## config.mk

```make
export PLATFORM = sky130hd
export DESIGN_NAME = fbpa_addr_unit
export DESIGN_NICKNAME = d
export VERILOG_FILES = /design/src/hw/rtl/fbpa_pkg.sv /design/src/hw/rtl/fbpa_addr_unit.sv
export SDC_FILE = /design/constraint.sdc
export NUM_CORES = 1
export LEC_CHECK = 0
export ABC_CLOCK_PERIOD_IN_PS = 6000
export BUFFER_PORTS_ARGS = -buffer_cell sky130_fd_sc_hd__clkbuf_2
export CAP_MARGIN = 20
export CELL_PAD_IN_SITES_DETAIL_PLACEMENT = 0
export CELL_PAD_IN_SITES_GLOBAL_PLACEMENT = 1
export CORE_UTILIZATION = 40
export CTS_BUF_LIST = sky130_fd_sc_hd__clkbuf_16
export DETAILED_ROUTE_END_ITERATION = 10
export HOLD_SLACK_MARGIN = 0.06
export PLACE_DENSITY_LB_ADDON = 0.1
export SKIP_CTS_REPAIR_TIMING = 1
export SLEW_MARGIN = 20
export SYNTH_ARGS = -nofsm -noshare
export SYNTH_HDL_FRONTEND = slang
export SYNTH_SLANG_ARGS = --single-unit
export TNS_END_PERCENT = 5
```

## constraint.sdc

```tcl
create_clock -name clk -period 6 [get_ports clk]
set_input_delay 1.2 -clock clk [delete_from_list [all_inputs] [get_ports clk]]
set_output_delay 1.2 -clock clk [all_outputs]
set_load 0.02 [all_outputs]
```

## src/hw/rtl/fbpa_pkg.sv

```systemverilog
// fbpa_pkg: shared types, codes and constants of the fixed block pool allocator
// no dependencies; used by every module of the block but fbpa_ram
`timescale 1ns / 1ps

package fbpa_pkg;

    localparam int POOL_DEPTH_DEF = 4096;

    // fixed field widths
    localparam int IDX_W    = 12;
    localparam int BLK_W    = 13;  // width of block counts and of a fresh index
    localparam int BASE_W   = 33;  // aligned base may carry into bit 32
    localparam int SIZE_W   = 14;  // aligned block size, up to 8192
    localparam int PROD_W   = BLK_W + SIZE_W;
    localparam int CDATA_W  = 32;
    localparam int CIDX_W   = 2;

    localparam logic [BLK_W-1:0] POOL_BLOCKS_RST = 13'd4096;
    localparam logic [SIZE_W-1:0] SIZE_MIN       = 14'd16;

    // register indexes
    localparam logic [CIDX_W-1:0] CFG_POOL_BASE   = 2'd0;
    localparam logic [CIDX_W-1:0] CFG_BLOCK_BYTES = 2'd1;
    localparam logic [CIDX_W-1:0] CFG_POOL_BLOCKS = 2'd2;

    // operations
    localparam logic OP_ALLOC = 1'b0;
    localparam logic OP_FREE  = 1'b1;

    // status codes
    localparam logic [1:0] ST_OK        = 2'd0;
    localparam logic [1:0] ST_EXHAUSTED = 2'd1;
    localparam logic [1:0] ST_RANGE     = 2'd2;
    localparam logic [1:0] ST_FULL      = 2'd3;

    typedef struct packed {
        logic             operation;
        logic [IDX_W-1:0] freed_index;
    } req_t;

    typedef struct packed {
        logic [1:0]        status;
        logic [IDX_W-1:0]  block_index;
        logic [BASE_W-1:0] block_address;
    } rsp_t;

    // derived configuration, computed when a register is written
    typedef struct packed {
        logic [BASE_W-1:0] base;
        logic [SIZE_W-1:0] size;
        logic [BLK_W-1:0]  limit;
    } cfg_t;

    // decided item handed from queue control to the address stage
    typedef struct packed {
        logic [1:0]       status;
        logic [BLK_W-1:0] idx;
    } item_t;

    typedef enum logic {
        S_IDLE,
        S_ISSUE
    } ctrl_state_t;

endpackage

```

## src/hw/rtl/fbpa_addr_unit.sv

```systemverilog
// fbpa_addr_unit: block address multiply-add and result register
// depends on fbpa_pkg
`timescale 1ns / 1ps

module fbpa_addr_unit (
    input  logic            clk,
    input  logic            rst_n,
    input  fbpa_pkg::cfg_t  cfg,
    input  logic            item_valid,
    output logic            item_ready,
    input  fbpa_pkg::item_t item,
    output logic            out_valid,
    input  logic            out_ready,
    output fbpa_pkg::rsp_t  out_data
);

    logic                        mul_valid_reg;
    logic [1:0]                  mul_status_reg;
    logic [fbpa_pkg::IDX_W-1:0]  mul_idx_reg;
    logic [fbpa_pkg::PROD_W-1:0] mul_prod_reg;

    logic                        out_valid_reg;
    fbpa_pkg::rsp_t              out_data_reg;

    logic                        out_load;
    logic                        mul_load;
    logic [fbpa_pkg::BASE_W-1:0] sum;

    assign out_load   = mul_valid_reg && (!out_valid_reg || out_ready);
    assign item_ready = !mul_valid_reg || out_load;
    assign mul_load   = item_valid && item_ready;

    assign sum = cfg.base + fbpa_pkg::BASE_W'(mul_prod_reg);

    always_ff @(posedge clk or negedge rst_n)
    begin
        if (!rst_n)
        begin
            mul_valid_reg <= 1'b0;
            out_valid_reg <= 1'b0;
        end
        else
        begin
            if (mul_load)
            begin
                mul_valid_reg <= 1'b1;
            end
            else if (out_load)
            begin
                mul_valid_reg <= 1'b0;
            end
            if (out_load)
            begin
                out_valid_reg <= 1'b1;
            end
            else if (out_ready)
            begin
                out_valid_reg <= 1'b0;
            end
        end
    end

    always_ff @(posedge clk)
    begin
        if (mul_load)
        begin
            mul_status_reg <= item.status;
            mul_idx_reg    <= item.idx[fbpa_pkg::IDX_W-1:0];
            mul_prod_reg   <= item.idx * cfg.size;
        end
        if (out_load)
        begin
            out_data_reg.status        <= mul_status_reg;
            out_data_reg.block_index   <= mul_idx_reg;
            // exhausted allocations report a zero address
            out_data_reg.block_address <=
                (mul_status_reg == fbpa_pkg::ST_EXHAUSTED) ? '0 : sum;
        end
    end

    assign out_valid = out_valid_reg;
    assign out_data  = out_data_reg;

endmodule

```

==> run summary, run 1 <==
Data required time of the critical path: 6080 ps. The sort of element at the end of the critical path is a register. After detailed routing, the total wire length is 23600 um.

The worst setup path endpoint was mul_prod_reg[25]. Number of routed nets with antenna violations: 0. Entering global routing, the biggest net connects 42 pins. In the routed design, unresolved DRC markers number 0. The first global-routing pass estimated 39200 um of wire. Yosys mapped a number of flops with a built-in enable equal to 88.

For the overall die area, the log shows 0.0271 mm2. The compound-gate portion of the synthesized area works out to 0.0998. The mapped netlist covers 0.0106 mm2.

The number of maximum-capacitance constraint violations was 0. The switching share of total power is 0.435, and the number of fill cells in the layout is 2566. The number of cells on the worst reg-to-reg path is 10.

The worst-case IR drop observed on VDD is 0.443 mV. The overflow left after global routing was 0. The highest net fanout along the worst path came out at 11. The library cell used most frequently in the layout, excluding fill and tap cells, is sky130_fd_sc_hd__inv_1.

In this run the number of H-tree levels came out at 3. No sink is reached through more buffers than the 2 on the longest clock path. The average routed wire per standard cell works out to 14.5 um.

Setup repair after global routing left no endpoint under its margin. The all-layer global routing usage was 0.185; the initial cell density of the core was 0.407. After detailed routing, the number of vias per cell comes to 4.76. The critical path starts at item[4]. The number of antenna violations at the first check in global routing is 0. The tightest min-delay check is of the reg -> reg type.

After detailed placement, the total cell area comes to 0.0122 mm2. The number of global-route vias before repair is 7816, and the net switching component of the power is 2.84 mW. For the worst-skew pair, the clock arrives at the later sink with an insertion delay of 350 ps. After clock tree synthesis, the clock-pin slew on the worst setup and hold paths is 60 ps. Measured along the y axis, the die boundary spans 165 um. The tools report the hold violation count in the final report as 0. For flop-to-flop paths, the worst setup slack is 3100 ps. Once detailed placement completed, the half-perimeter wirelength came to 20300 um. For the number of sinks on the clock net, the log shows 90.

For the number of placed I/O pins, the log shows 128. TritonCTS built the clock tree. The tools report the number of nets in the layout as 1592. The logs give 11.1 ps for the largest clock skew in the final design and 59 for the number of placement rows. In this run the clock root is driven by a sky130_fd_sc_hd__clkbuf_16.

At the end of routability-driven placement, the weighted congestion stood at 0.827. The most used flip-flop cell after synthesis was sky130_fd_sc_hd__edfxtp_1. The fraction of layout cells with a size suffix above 1 is 0.201, and the static power due to leakage is 6.20 nW. The beginning of the worst register-to-register path is mul_prod_reg[0].

The critical path data arrival time was 5880 ps. The count of pins over their slew limit was 0; the highest clock frequency the design can meet was 172 MHz. The xor/xnor cell area share of the yosys netlist works out to 0.0331.

The run finished with clean final reports. The flip-flop count of the largest register, all copies and words added is 47, and the adder-cell share of the synthesized area is 0.369. Cell internal power was estimated by the tool at 3.69 mW.

Number of warnings issued by yosys: 0. For the pin with the worst max-slew slack, the measured transition is 1030 ps. The run gives 0.081 as the power share of the clock group.

The time the final worst path needs with I/O delays and setup was 5800 ps; the worst hold slack across all endpoints was 414 ps. The ratio of final minimum period to clock period came out at 0.967. For the post-synthesis cell type count, the log shows 57. The beginning of the worst hold path is mul_idx_reg[7]. In this run the critical register-to-register path is captured at out_data[24]. Leaving out fill and tap cells, the most frequent cells in the layout are 205 x sky130_fd_sc_hd__inv_1, 135 x sky130_fd_sc_hd__nand2_1, 132 x sky130_fd_sc_hd__fa_1, 110 x sky130_fd_sc_hd__clkbuf_2, 98 x sky130_fd_sc_hd__buf_4. Counting flops and latches in the post-synthesis netlist gives 90. The final-report setup violation count was 0. The run gives 7717 as the overall via count from detail_route. The async set-or-reset flop fraction in the synthesized netlist works out to 0.0222.

For the number of antenna diodes, the log shows 0. From left edge to right edge, the die measures 165 um. The tools report the share of power burned in combinational logic as 0.749. Averaged over all synthesized cells, the footprint is 9.60 um2.

The core region is 0.0260 mm2. The simple-gate portion of the synthesized area works out to 0.153. The cell count after synthesis came out at 1102. The post-synthesis mux area share was 0.000946; the number of nets produced by synthesis was 1413. The first detailed-routing pass ran for 4 iterations. The critical path is of the in -> reg type. The worst setup path is launched from a primary input. Worst slew slack as a fraction of its limit: 0.316. For this block, the initial DRC count from the detailed router was 329.

The total power density per cell area came out at 522 mW/mm2. The growth of design area from synthesis to finish came out at 18.2%. The number of clock buffers added by TritonCTS is 9. The run gives 0.255 as the portion of the post-synthesis area used by sequential elements. After synthesis, the largest family of logic cells by area is adder cells. After routing the design area is 0.0125 mm2.

The fraction of power consumed by sequential logic was 0.170; the hold path depth was 0. Number of I/O port buffers: 114.
==> Yosys cell counts (3+ instances only) <==
library cell | count | area [um2]
sky130_fd_sc_hd__nor2_1 | 45 | 169
sky130_fd_sc_hd__xor2_1 | 9 | 78.8
sky130_fd_sc_hd__nand4_1 | 9 | 56.3
sky130_fd_sc_hd__o211ai_1 | 8 | 60.1
sky130_fd_sc_hd__o21ai_0 | 25 | 125
sky130_fd_sc_hd__clkbuf_1 | 36 | 135
sky130_fd_sc_hd__fa_1 | 133 | 2660
sky130_fd_sc_hd__and2_1 | 91 | 569
sky130_fd_sc_hd__ha_1 | 99 | 1240
sky130_fd_sc_hd__xnor2_1 | 31 | 272
sky130_fd_sc_hd__o21ai_1 | 6 | 30.0
sky130_fd_sc_hd__nor3_1 | 12 | 60.1
sky130_fd_sc_hd__nand3_1 | 14 | 70.1
sky130_fd_sc_hd__o21bai_1 | 7 | 52.6
sky130_fd_sc_hd__inv_1 | 206 | 773
sky130_fd_sc_hd__nand2b_1 | 6 | 37.5
sky130_fd_sc_hd__buf_2 | 4 | 20.0
sky130_fd_sc_hd__a21o_1 | 25 | 188
sky130_fd_sc_hd__nand2_1 | 135 | 507
sky130_fd_sc_hd__o31ai_1 | 3 | 22.5
sky130_fd_sc_hd__edfxtp_1 | 88 | 2640
sky130_fd_sc_hd__a31oi_1 | 11 | 68.8
sky130_fd_sc_hd__and3_1 | 8 | 50.1
sky130_fd_sc_hd__o21a_1 | 5 | 37.5
sky130_fd_sc_hd__a211oi_1 | 6 | 45.0
sky130_fd_sc_hd__a21oi_1 | 38 | 190
sky130_fd_sc_hd__nor2b_1 | 5 | 31.3
==> critical path: stages <==
cell,delay [ps]
sky130_fd_sc_hd__clkbuf_2,240
sky130_fd_sc_hd__buf_4,200
sky130_fd_sc_hd__nand2_1,70
sky130_fd_sc_hd__fa_1,500
sky130_fd_sc_hd__fa_1,530
sky130_fd_sc_hd__inv_1,60
sky130_fd_sc_hd__fa_1,490
sky130_fd_sc_hd__fa_1,490
sky130_fd_sc_hd__inv_1,50
sky130_fd_sc_hd__fa_1,470
sky130_fd_sc_hd__inv_1,40
sky130_fd_sc_hd__ha_1,280
sky130_fd_sc_hd__a21o_1,210
sky130_fd_sc_hd__or3_1,340
sky130_fd_sc_hd__o211a_1,230
sky130_fd_sc_hd__o21ai_2,210
sky130_fd_sc_hd__o41ai_2,100
sky130_fd_sc_hd__xor2_1,150
==> per-stage QoR <==
step	worst slack, ps	utilization	cells	setup TNS (ps)	power (mW)
global route	6.77	0.481	1621	0	7.24
CTS	47.8	0.480	1621	0	6.49
detailed placement	-342	0.469	1605	-2540	5.91
finish	201	0.481	1621	0	6.53
global placement	-293	0.469	1605	-2380	5.90
floorplan	8.15	-	1102	0	4.41
==> cell type report <==
| cell class | count | area [um2] | share of cell area |
|---|---|---|---|
| Multi-Input combinational cell | 762 | 7040 | 0.563 |
| Sequential cell | 90 | 2690 | 0.215 |
| Timing Repair Buffer | 212 | 1310 | 0.104 |
| Inverter | 206 | 773 | 0.0618 |
| Tap cell | 335 | 419 | 0.0335 |
| Clock buffer | 9 | 225 | 0.0180 |
| Clock inverter | 7 | 46.3 | 0.00370 |
==> cell families after synthesis <==
kind of cell,Yosys count
fa+ha+maj,232
buf+inv,250
xor+xnor,40
flops,90
simple gates,333
mux,1
compound gates,156
==> how the worst min path moves through the flow <==
stage / end
floorplan: out_data[33]
global placement: out_data[37]
detailed placement: out_data[40]
CTS: out_data[40]
global route: out_data[34]
finish: out_data[40]
==> power by group through the flow <==
stage	clock [mW]	combinational [mW]	sequential (mW)
2_1_floorplan	0	3.20	1.22
3_3_place_gp	0	4.78	1.12
3_5_place_dp	0	4.78	1.13
4_1_cts	0.558	4.82	1.11
5_1_grt	0.572	5.54	1.13
6_report	0.531	4.89	1.11
==> metal layers <==
layer / share of wire / up-vias / track usage / wire length (um)
met2: 0.45 / 144 / 0.302 / 10600
met3: 0.034 / 23 / 0.0216 / 813
met4: 0.015 / 0 / 0.0496 / 360
met5: 0 / - / 0 / 0
li1: - / 3908 / - / -
met1: 0.50 / 3642 / 0.260 / 11800
No activity file was read; power rests on OpenSTA's default activity.
==> run 2: changes to the inputs <==
==> constraint.sdc (replaced) <==
create_clock -name clk -period 6 [get_ports clk]
set_input_delay 0.6 -clock clk [delete_from_list [all_inputs] [get_ports clk]]
set_output_delay 0.6 -clock clk [all_outputs]
set_load 0.02 [all_outputs]
==> run 2 against run 1 <==
  * Sequential share of layout area grew 1.0 points
  * Power shrank 9.5%
  * First-iteration DRC count grew 13%
  * Clock power grew 8.3%
  * Core utilization shrank 2.2 points
  * Critical endpoint is now mul_prod_reg[21]
  * Critical path depth grew 1
  * Non-clock buffer count shrank 66
  * Largest power group unchanged
  * Worst setup slack gained 310 ps
  * Design area shrank 4.6%
==> run summary, run 2 (same netlist as run 1, synthesis figures left out) <==
No sink is reached through more buffers than the 2 on the longest clock path. For the worst-skew pair, the clock arrives at the later sink with an insertion delay of 350 ps. The largest single stage delay on the critical path is 540 ps. The tools report the beginning of the worst hold path as mul_idx_reg[10]. The setup path with the least slack is of type in -> reg. Once detail routing completed, the nets flagged for antenna violations numbered 0. The ratio of final minimum period to clock period was 0.914. The buffer cell driving the clock tree root was sky130_fd_sc_hd__clkbuf_16. The tools report the first element of the critical path as cfg[20]. Setup repair after global routing left no endpoint under its margin. The final layout contains 1526 nets.

Total power density per cell area: 495 mW/mm2. In this run the vertical extent of the chip is 165 um. The die is 165 um wide. Power share of the clock group: 0.097.

Among all stages on the critical path, the largest delay is contributed by sky130_fd_sc_hd__fa_1. In this run the standard cell core region covers 0.0260 mm2. The worst-case reg-to-reg path depth was 10. Detailed routing inserted a total of 7473 vias.

The first global-routing pass estimated 39300 um of wire. Peak supply drop: 0.343 mV. The register clock-pin slew on the reported worst setup and hold paths is 70 ps. The end-of-flow core utilization was 0.459. The transition time at the pin with the least slew margin works out to 1010 ps. The tools report the number of antenna diodes as 0. The highest net fanout along the worst path was 8. Count of pins over their slew limit: 0. Walking the worst path, the cells encountered are clkbuf_2 > and2_1 > fa_1 > inv_1 > fa_1 > inv_1 > fa_1 > fa_1 > inv_1 > fa_1 > inv_1 > ha_1 > a21oi_1 > o21ai_0 > or3_1 > o211a_1 > o21ai_1 > o21ai_0 > xnor2_1. For the all-layer global routing usage, the log shows 0.187. In the routed design, unresolved DRC markers number 0.

Summed over all nets, the switching power comes to 2.71 mW. Adding up every negative setup slack in the final design gives 0 ps. The fraction of power consumed by sequential logic is 0.188. Total power for the finished layout comes to 5.90 mW. The number of violations reported at the end of detailed-routing iteration 0 is 373, and the worst slew slack as a fraction of its limit is 0.328.

TritonCTS built the clock tree. Port buffering added 114 buffers. The number of antenna violations at the first check in global routing is 0. The library cell used most frequently in the layout, excluding fill and tap cells, is sky130_fd_sc_hd__inv_1.

Static timing analysis puts the maximum clock frequency at 182 MHz. The hold violation count in the final report is 0, and the hold path depth is 0. The largest clock skew in the final design was 11.9 ps. Wires add up to 23800 um. The initial cell density of the core was 0.407. The pre-antenna-repair detailed-routing pass consisted of 5 iterations. The internal portion of the total power is 3.20 mW. The share of power burned in combinational logic came out at 0.714. Leaving out fill and tap cells, the most frequent cells in the layout are 207 x sky130_fd_sc_hd__inv_1, 135 x sky130_fd_sc_hd__nand2_1, 133 x sky130_fd_sc_hd__fa_1, 114 x sky130_fd_sc_hd__clkbuf_2, 99 x sky130_fd_sc_hd__ha_1. Counting I/O delays and the setup requirement, the final critical path takes 5490 ps.

The cell repeated most along the worst path is sky130_fd_sc_hd__fa_1. The fraction of layout cells with a size suffix above 1 is 0.142, and the number of sinks on the clock net is 90. Beginning of the worst register-to-register path: mul_prod_reg[0]. Pin placement for this block handled 128 I/O pins. The clock tree synthesis step divided the H-tree into 3 levels. Setup violations remaining at the end of the flow were counted as 0.

The kind of path behind the tightest hold check is reg -> reg. The tool flagged a number of max-cap violations equal to 0. The register with the most flip-flops in the layout has 47 of them. The sort of element at the end of the critical path is a register. The run finished with clean final reports. Using the TritonRoute via totals, the vias-per-cell ratio works out to 4.81. Data on the critical path arrives at its endpoint at 5580 ps. The switching share of total power works out to 0.459. The logs give 0.0271 mm2 for the overall die area and 9 for the number of buffers added by the clock tree synthesis step. The maximum number of pins on one net before global-route repair is 43. From synthesis to final layout, the design area changed by 12.8%. The average routed wire per standard cell works out to 15.3 um. After global routing the overflow that remains totals 0. The number of placement rows is 59. The logs give 7744 for the number of global-route vias before repair and 6090 ps for the data required time of the critical path.

Detailed placement ended at an HPWL of 19700 um. The logs give 5.88 nW for the static power due to leakage and 0.822 for the placer congestion estimate. The tools report the launching element type of the critical path as a primary input.
==> run 2: cell types whose count changed in the layout (fill, tap and decap cells not counted), sizes merged <==
cell / change
inv: -1
buf: -71
clkinv: +2
dlygate4sd3: +1
clkbuf: +4
clkinvlp: -2
bufinv: +1
==> run 2: power groups by stage <==
| stage | registers, mW | logic [mW] | clock network (mW) |
|---|---|---|---|
| after detailed placement | 1.13 | 4.24 | 0 |
| after global placement | 1.12 | 4.24 | 0 |
| after CTS | 1.11 | 4.27 | 0.593 |
| after floorplan | 1.22 | 3.10 | 0 |
| final | 1.11 | 4.22 | 0.575 |
| after global routing | 1.13 | 4.81 | 0.614 |
==> run 2: final timing paths <==
path	slack, ps	to
setup / recovery	510	mul_prod_reg[21]
min in group asynchronous	570	out_valid
max in group asynchronous	5320	mul_valid_reg
hold / removal	420	out_data[43]
setup reg to reg	3110	out_data[26]
hold reg to reg	420	out_data[43]
==> run 2: metal layers <==
metal,part of all wire,track usage,vias to the layer above
met5,0,0,-
met4,0.013,0.0484,0
met3,0.030,0.0221,16
met2,0.45,0.309,126
met1,0.51,0.260,3556
li1,-,-,3775
==> run 2: layout make-up <==
class | instances | area, um2
inverter | 206 | 773
timing repair buffer | 146 | 813
clock buffer | 9 | 225
tap | 335 | 419
multi-input combinational | 762 | 6940
fill | 2601 | 14100
sequential | 90 | 2690
clock inverter | 7 | 70.1
==> run 2: critical path: cells and delay by family <==
kind                       cells  cell delay (ps)
and+or+nand+nor                2              540
AOI/OAI and AO/OA              5              910
buffers and inverters          5              400
xor gates and xnor gates       1              150
adders and majority gates      6             2970
==> run 2: metrics by stage <==
stage                     hold slack (ps)  instance area [um2]  instances  setup slack [ps]
final                                 421                11900       1555               515
after global routing                  430                11900       1555               248
after CTS                            14.5                11900       1554               518
after detailed placement              392                11600       1538               168
after global placement                390                11600       1538               182
after floorplan                       304                10600       1102               475
==> run 3: changes to the inputs <==
Settings changed: CORE_UTILIZATION 40 to 51.
==> run 3 against run 2 <==
  * Sequential power is essentially flat
  * Cell count shrank 4.3%
  * Critical path depth is the same
  * Combinational power shrank 3%
  * Non-clock buffer count shrank 2
  * Routed wire length shrank 7.9%
  * Sequential share of layout area grew 0.086 points
  * Largest cell class unchanged
  * Largest power group unchanged
==> run summary, run 3 (same netlist as run 1, synthesis figures left out) <==
The run finished with clean final reports. Number of violations reported at the end of detailed-routing iteration 0: 284. The initial cell density of the core is 0.521. The highest metal layer carrying signal wires in the routed design is met4. The first global-routing pass estimated 37100 um of wire. VDD sags by at most 0.239 mV.

The ratio of final minimum period to clock period works out to 0.904. The library cell used most frequently in the layout, excluding fill and tap cells, is sky130_fd_sc_hd__inv_1. Along the worst hold path, the cell count comes to 0. TritonCTS built the clock tree. The final-report setup violation count is 0. In this run the worst path has a maximum fanout of 10.

The number of antenna violations at the first check in global routing is 0, and the DRC violation count after routing is 0. The tools report the count of pins over their slew limit as 0. In this run, CTS created clock tree buffers numbering 9.

The number of global-route vias before repair is 7482, and the width of the die is 146 um. The tools report the hold violation count in the final report as 0. The kind of critical path is in -> reg. The time the final worst path needs with I/O delays and setup is 5420 ps, and the largest clock skew in the final design is 12.5 ps.

The fraction of layout cells with a size suffix above 1 came out at 0.140. 0 antenna diodes ended up in the layout. The worst slew slack as a fraction of its limit was 0.566; the routed length on met2 was 9970 um. The H-tree was split into 3 levels. The all-layer global routing usage came out at 0.220. The tools report the overall die area as 0.0213 mm2. The run gives 1488 as the count of non-filler cells in the finished layout. The run gives 0.0115 mm2 as the standard cell area after detailed placement. Counting tap cells, the placed design contains a total of 1471 instances. The logs give 5.89 nW for the static power due to leakage and 90 for the number of sinks on the clock net.

For flop-to-flop paths, the worst setup slack is 3110 ps. The maximum buffer depth of the clock tree was 2. The kind of path behind the tightest hold check is reg -> reg.

For this run, the detailed router's first-pass iteration total came to 6. The count of buffers added on input and output ports is 114. The detailed-routing wirelength on met1 was 10900 um; the via count normalized by instance count was 5.04. Number of nets in the layout: 1524. The detail route stage leaves a number of antenna-violating nets equal to 0. The worst-case reg-to-reg path depth was 10; the detailed route wirelength on metal3 was 747 um.

In the layout the commonest cells are 207 x sky130_fd_sc_hd__inv_1, 135 x sky130_fd_sc_hd__nand2_1, 133 x sky130_fd_sc_hd__fa_1, 114 x sky130_fd_sc_hd__clkbuf_2, 99 x sky130_fd_sc_hd__ha_1. Setup repair after global routing left no endpoint under its margin. The total power density per cell area is 491 mW/mm2. The worst setup path is launched from a primary input. The tool flagged a number of max-cap violations equal to 0. The number of placement rows came out at 52.

Beginning of the worst hold path: mul_idx_reg[10]. The run gives 7503 as the overall via count from detail_route. During I/O placement, the number of pins put on the boundary was 128. Sort of element at the end of the critical path: a register. Entering global routing, the biggest net connects 48 pins. After routing, the total negative slack on setup checks comes to 0 ps. The tree is rooted in a sky130_fd_sc_hd__clkbuf_16. The clock insertion delay at the later pin of the skew report is 350 ps. The end of the worst register-to-register path was out_data[24].

Wires add up to 21900 um. Growth of design area from synthesis to finish: 12.4%. After clock tree synthesis, the clock-pin slew on the worst setup and hold paths is 70 ps. The flip-flop count of the largest register, all copies and words added was 47. The beginning of the worst register-to-register path is mul_prod_reg[0].

The data required time of the critical path was 6090 ps. With fillers left out, the area of the finished cells amounts to 0.0119 mm2. Endpoint with the worst hold slack: out_data[43]. Setup slack closes at 576 ps. At the pin with the least slew margin, the transition time is 652 ps. Prior to clock tree synthesis, the placed netlist has a worst setup slack of 212 ps. The congestion estimate from routability-driven global placement came to 0.849. For the half-perimeter wire length after placement, the log shows 18400 um. The overflow left after global routing was 0. The vertical die dimension was 146 um. The average routed wire per standard cell was 14.7 um; the critical path data arrival time was 5520 ps. The core region area is 0.0203 mm2.

For this run, the top clock speed supported by timing is 184 MHz.
## run 3: changes by cell type in the layout (fill, tap and decap cells not counted)
cell / change
sky130_fd_sc_hd__and2_2: -2
sky130_fd_sc_hd__and2_4: +2
sky130_fd_sc_hd__buf_4: -2
sky130_fd_sc_hd__bufinv_16: +2
sky130_fd_sc_hd__clkinv_2: -2
sky130_fd_sc_hd__clkinvlp_4: +1
sky130_fd_sc_hd__inv_6: -1
## run 3: worst max-delay path by stage
stage            start                to  slack (ps)  cells past startpoint
6_report       item[2]  mul_prod_reg[26]         580                     19
3_5_place_dp   item[2]  mul_prod_reg[26]         210                     19
2_1_floorplan  cfg[18]  mul_prod_reg[26]         470                     19
5_1_grt        item[2]  mul_prod_reg[24]         300                     20
4_1_cts        item[2]  mul_prod_reg[24]         560                     20
3_3_place_gp   item[2]  mul_prod_reg[24]         260                     20
## run 3: layer usage
layer / track usage / up-vias
li1: - / 3765
met1: 0.319 / 3581
met2: 0.352 / 141
met3: 0.0325 / 16
met4: 0.0448 / 0
met5: 0 / -
## run 3: critical path, cell delays in order
cell	delay, ps
sky130_fd_sc_hd__clkbuf_2	160
sky130_fd_sc_hd__and2_1	210
sky130_fd_sc_hd__fa_1	500
sky130_fd_sc_hd__inv_1	50
sky130_fd_sc_hd__fa_1	530
sky130_fd_sc_hd__inv_1	60
sky130_fd_sc_hd__fa_1	500
sky130_fd_sc_hd__inv_1	50
sky130_fd_sc_hd__fa_1	460
sky130_fd_sc_hd__fa_1	540
sky130_fd_sc_hd__inv_1	40
sky130_fd_sc_hd__ha_1	350
sky130_fd_sc_hd__and3_1	200
sky130_fd_sc_hd__o2bb2ai_1	140
sky130_fd_sc_hd__o21a_1	230
sky130_fd_sc_hd__o41ai_2	310
sky130_fd_sc_hd__o21bai_1	170
sky130_fd_sc_hd__a211oi_1	230
sky130_fd_sc_hd__o21ba_2	190
## run 3: stage by stage
| stage | utilization | power [mW] | hold WS [ps] |
|---|---|---|---|
| 2_1_floorplan | - | 4.32 | 304 |
| 3_3_place_gp | 0.568 | 5.19 | 386 |
| 3_5_place_dp | 0.568 | 5.20 | 389 |
| 4_1_cts | 0.585 | 5.89 | 14.6 |
| 5_1_grt | 0.585 | 6.47 | 422 |
| 6_report | 0.585 | 5.83 | 424 |
## run 3: cell type report
type                       count  area (um2)
clock inverter                 7         119
sequential                    90        2690
fill                        1862        8410
clock buffer                   9         225
timing repair buffer         144         798
tap                          270         338
multi-input combinational    762        6940
inverter                     206         773
## run 3: power breakdown
group	total [mW]	internal, mW	leakage (nW)	switching, mW
Combinational	4.08	1.75	4.85	2.33
Clock	0.648	0.407	0.167	0.241
Sequential	1.11	1.07	0.873	0.0432
Total	5.83	3.22	5.89	2.62
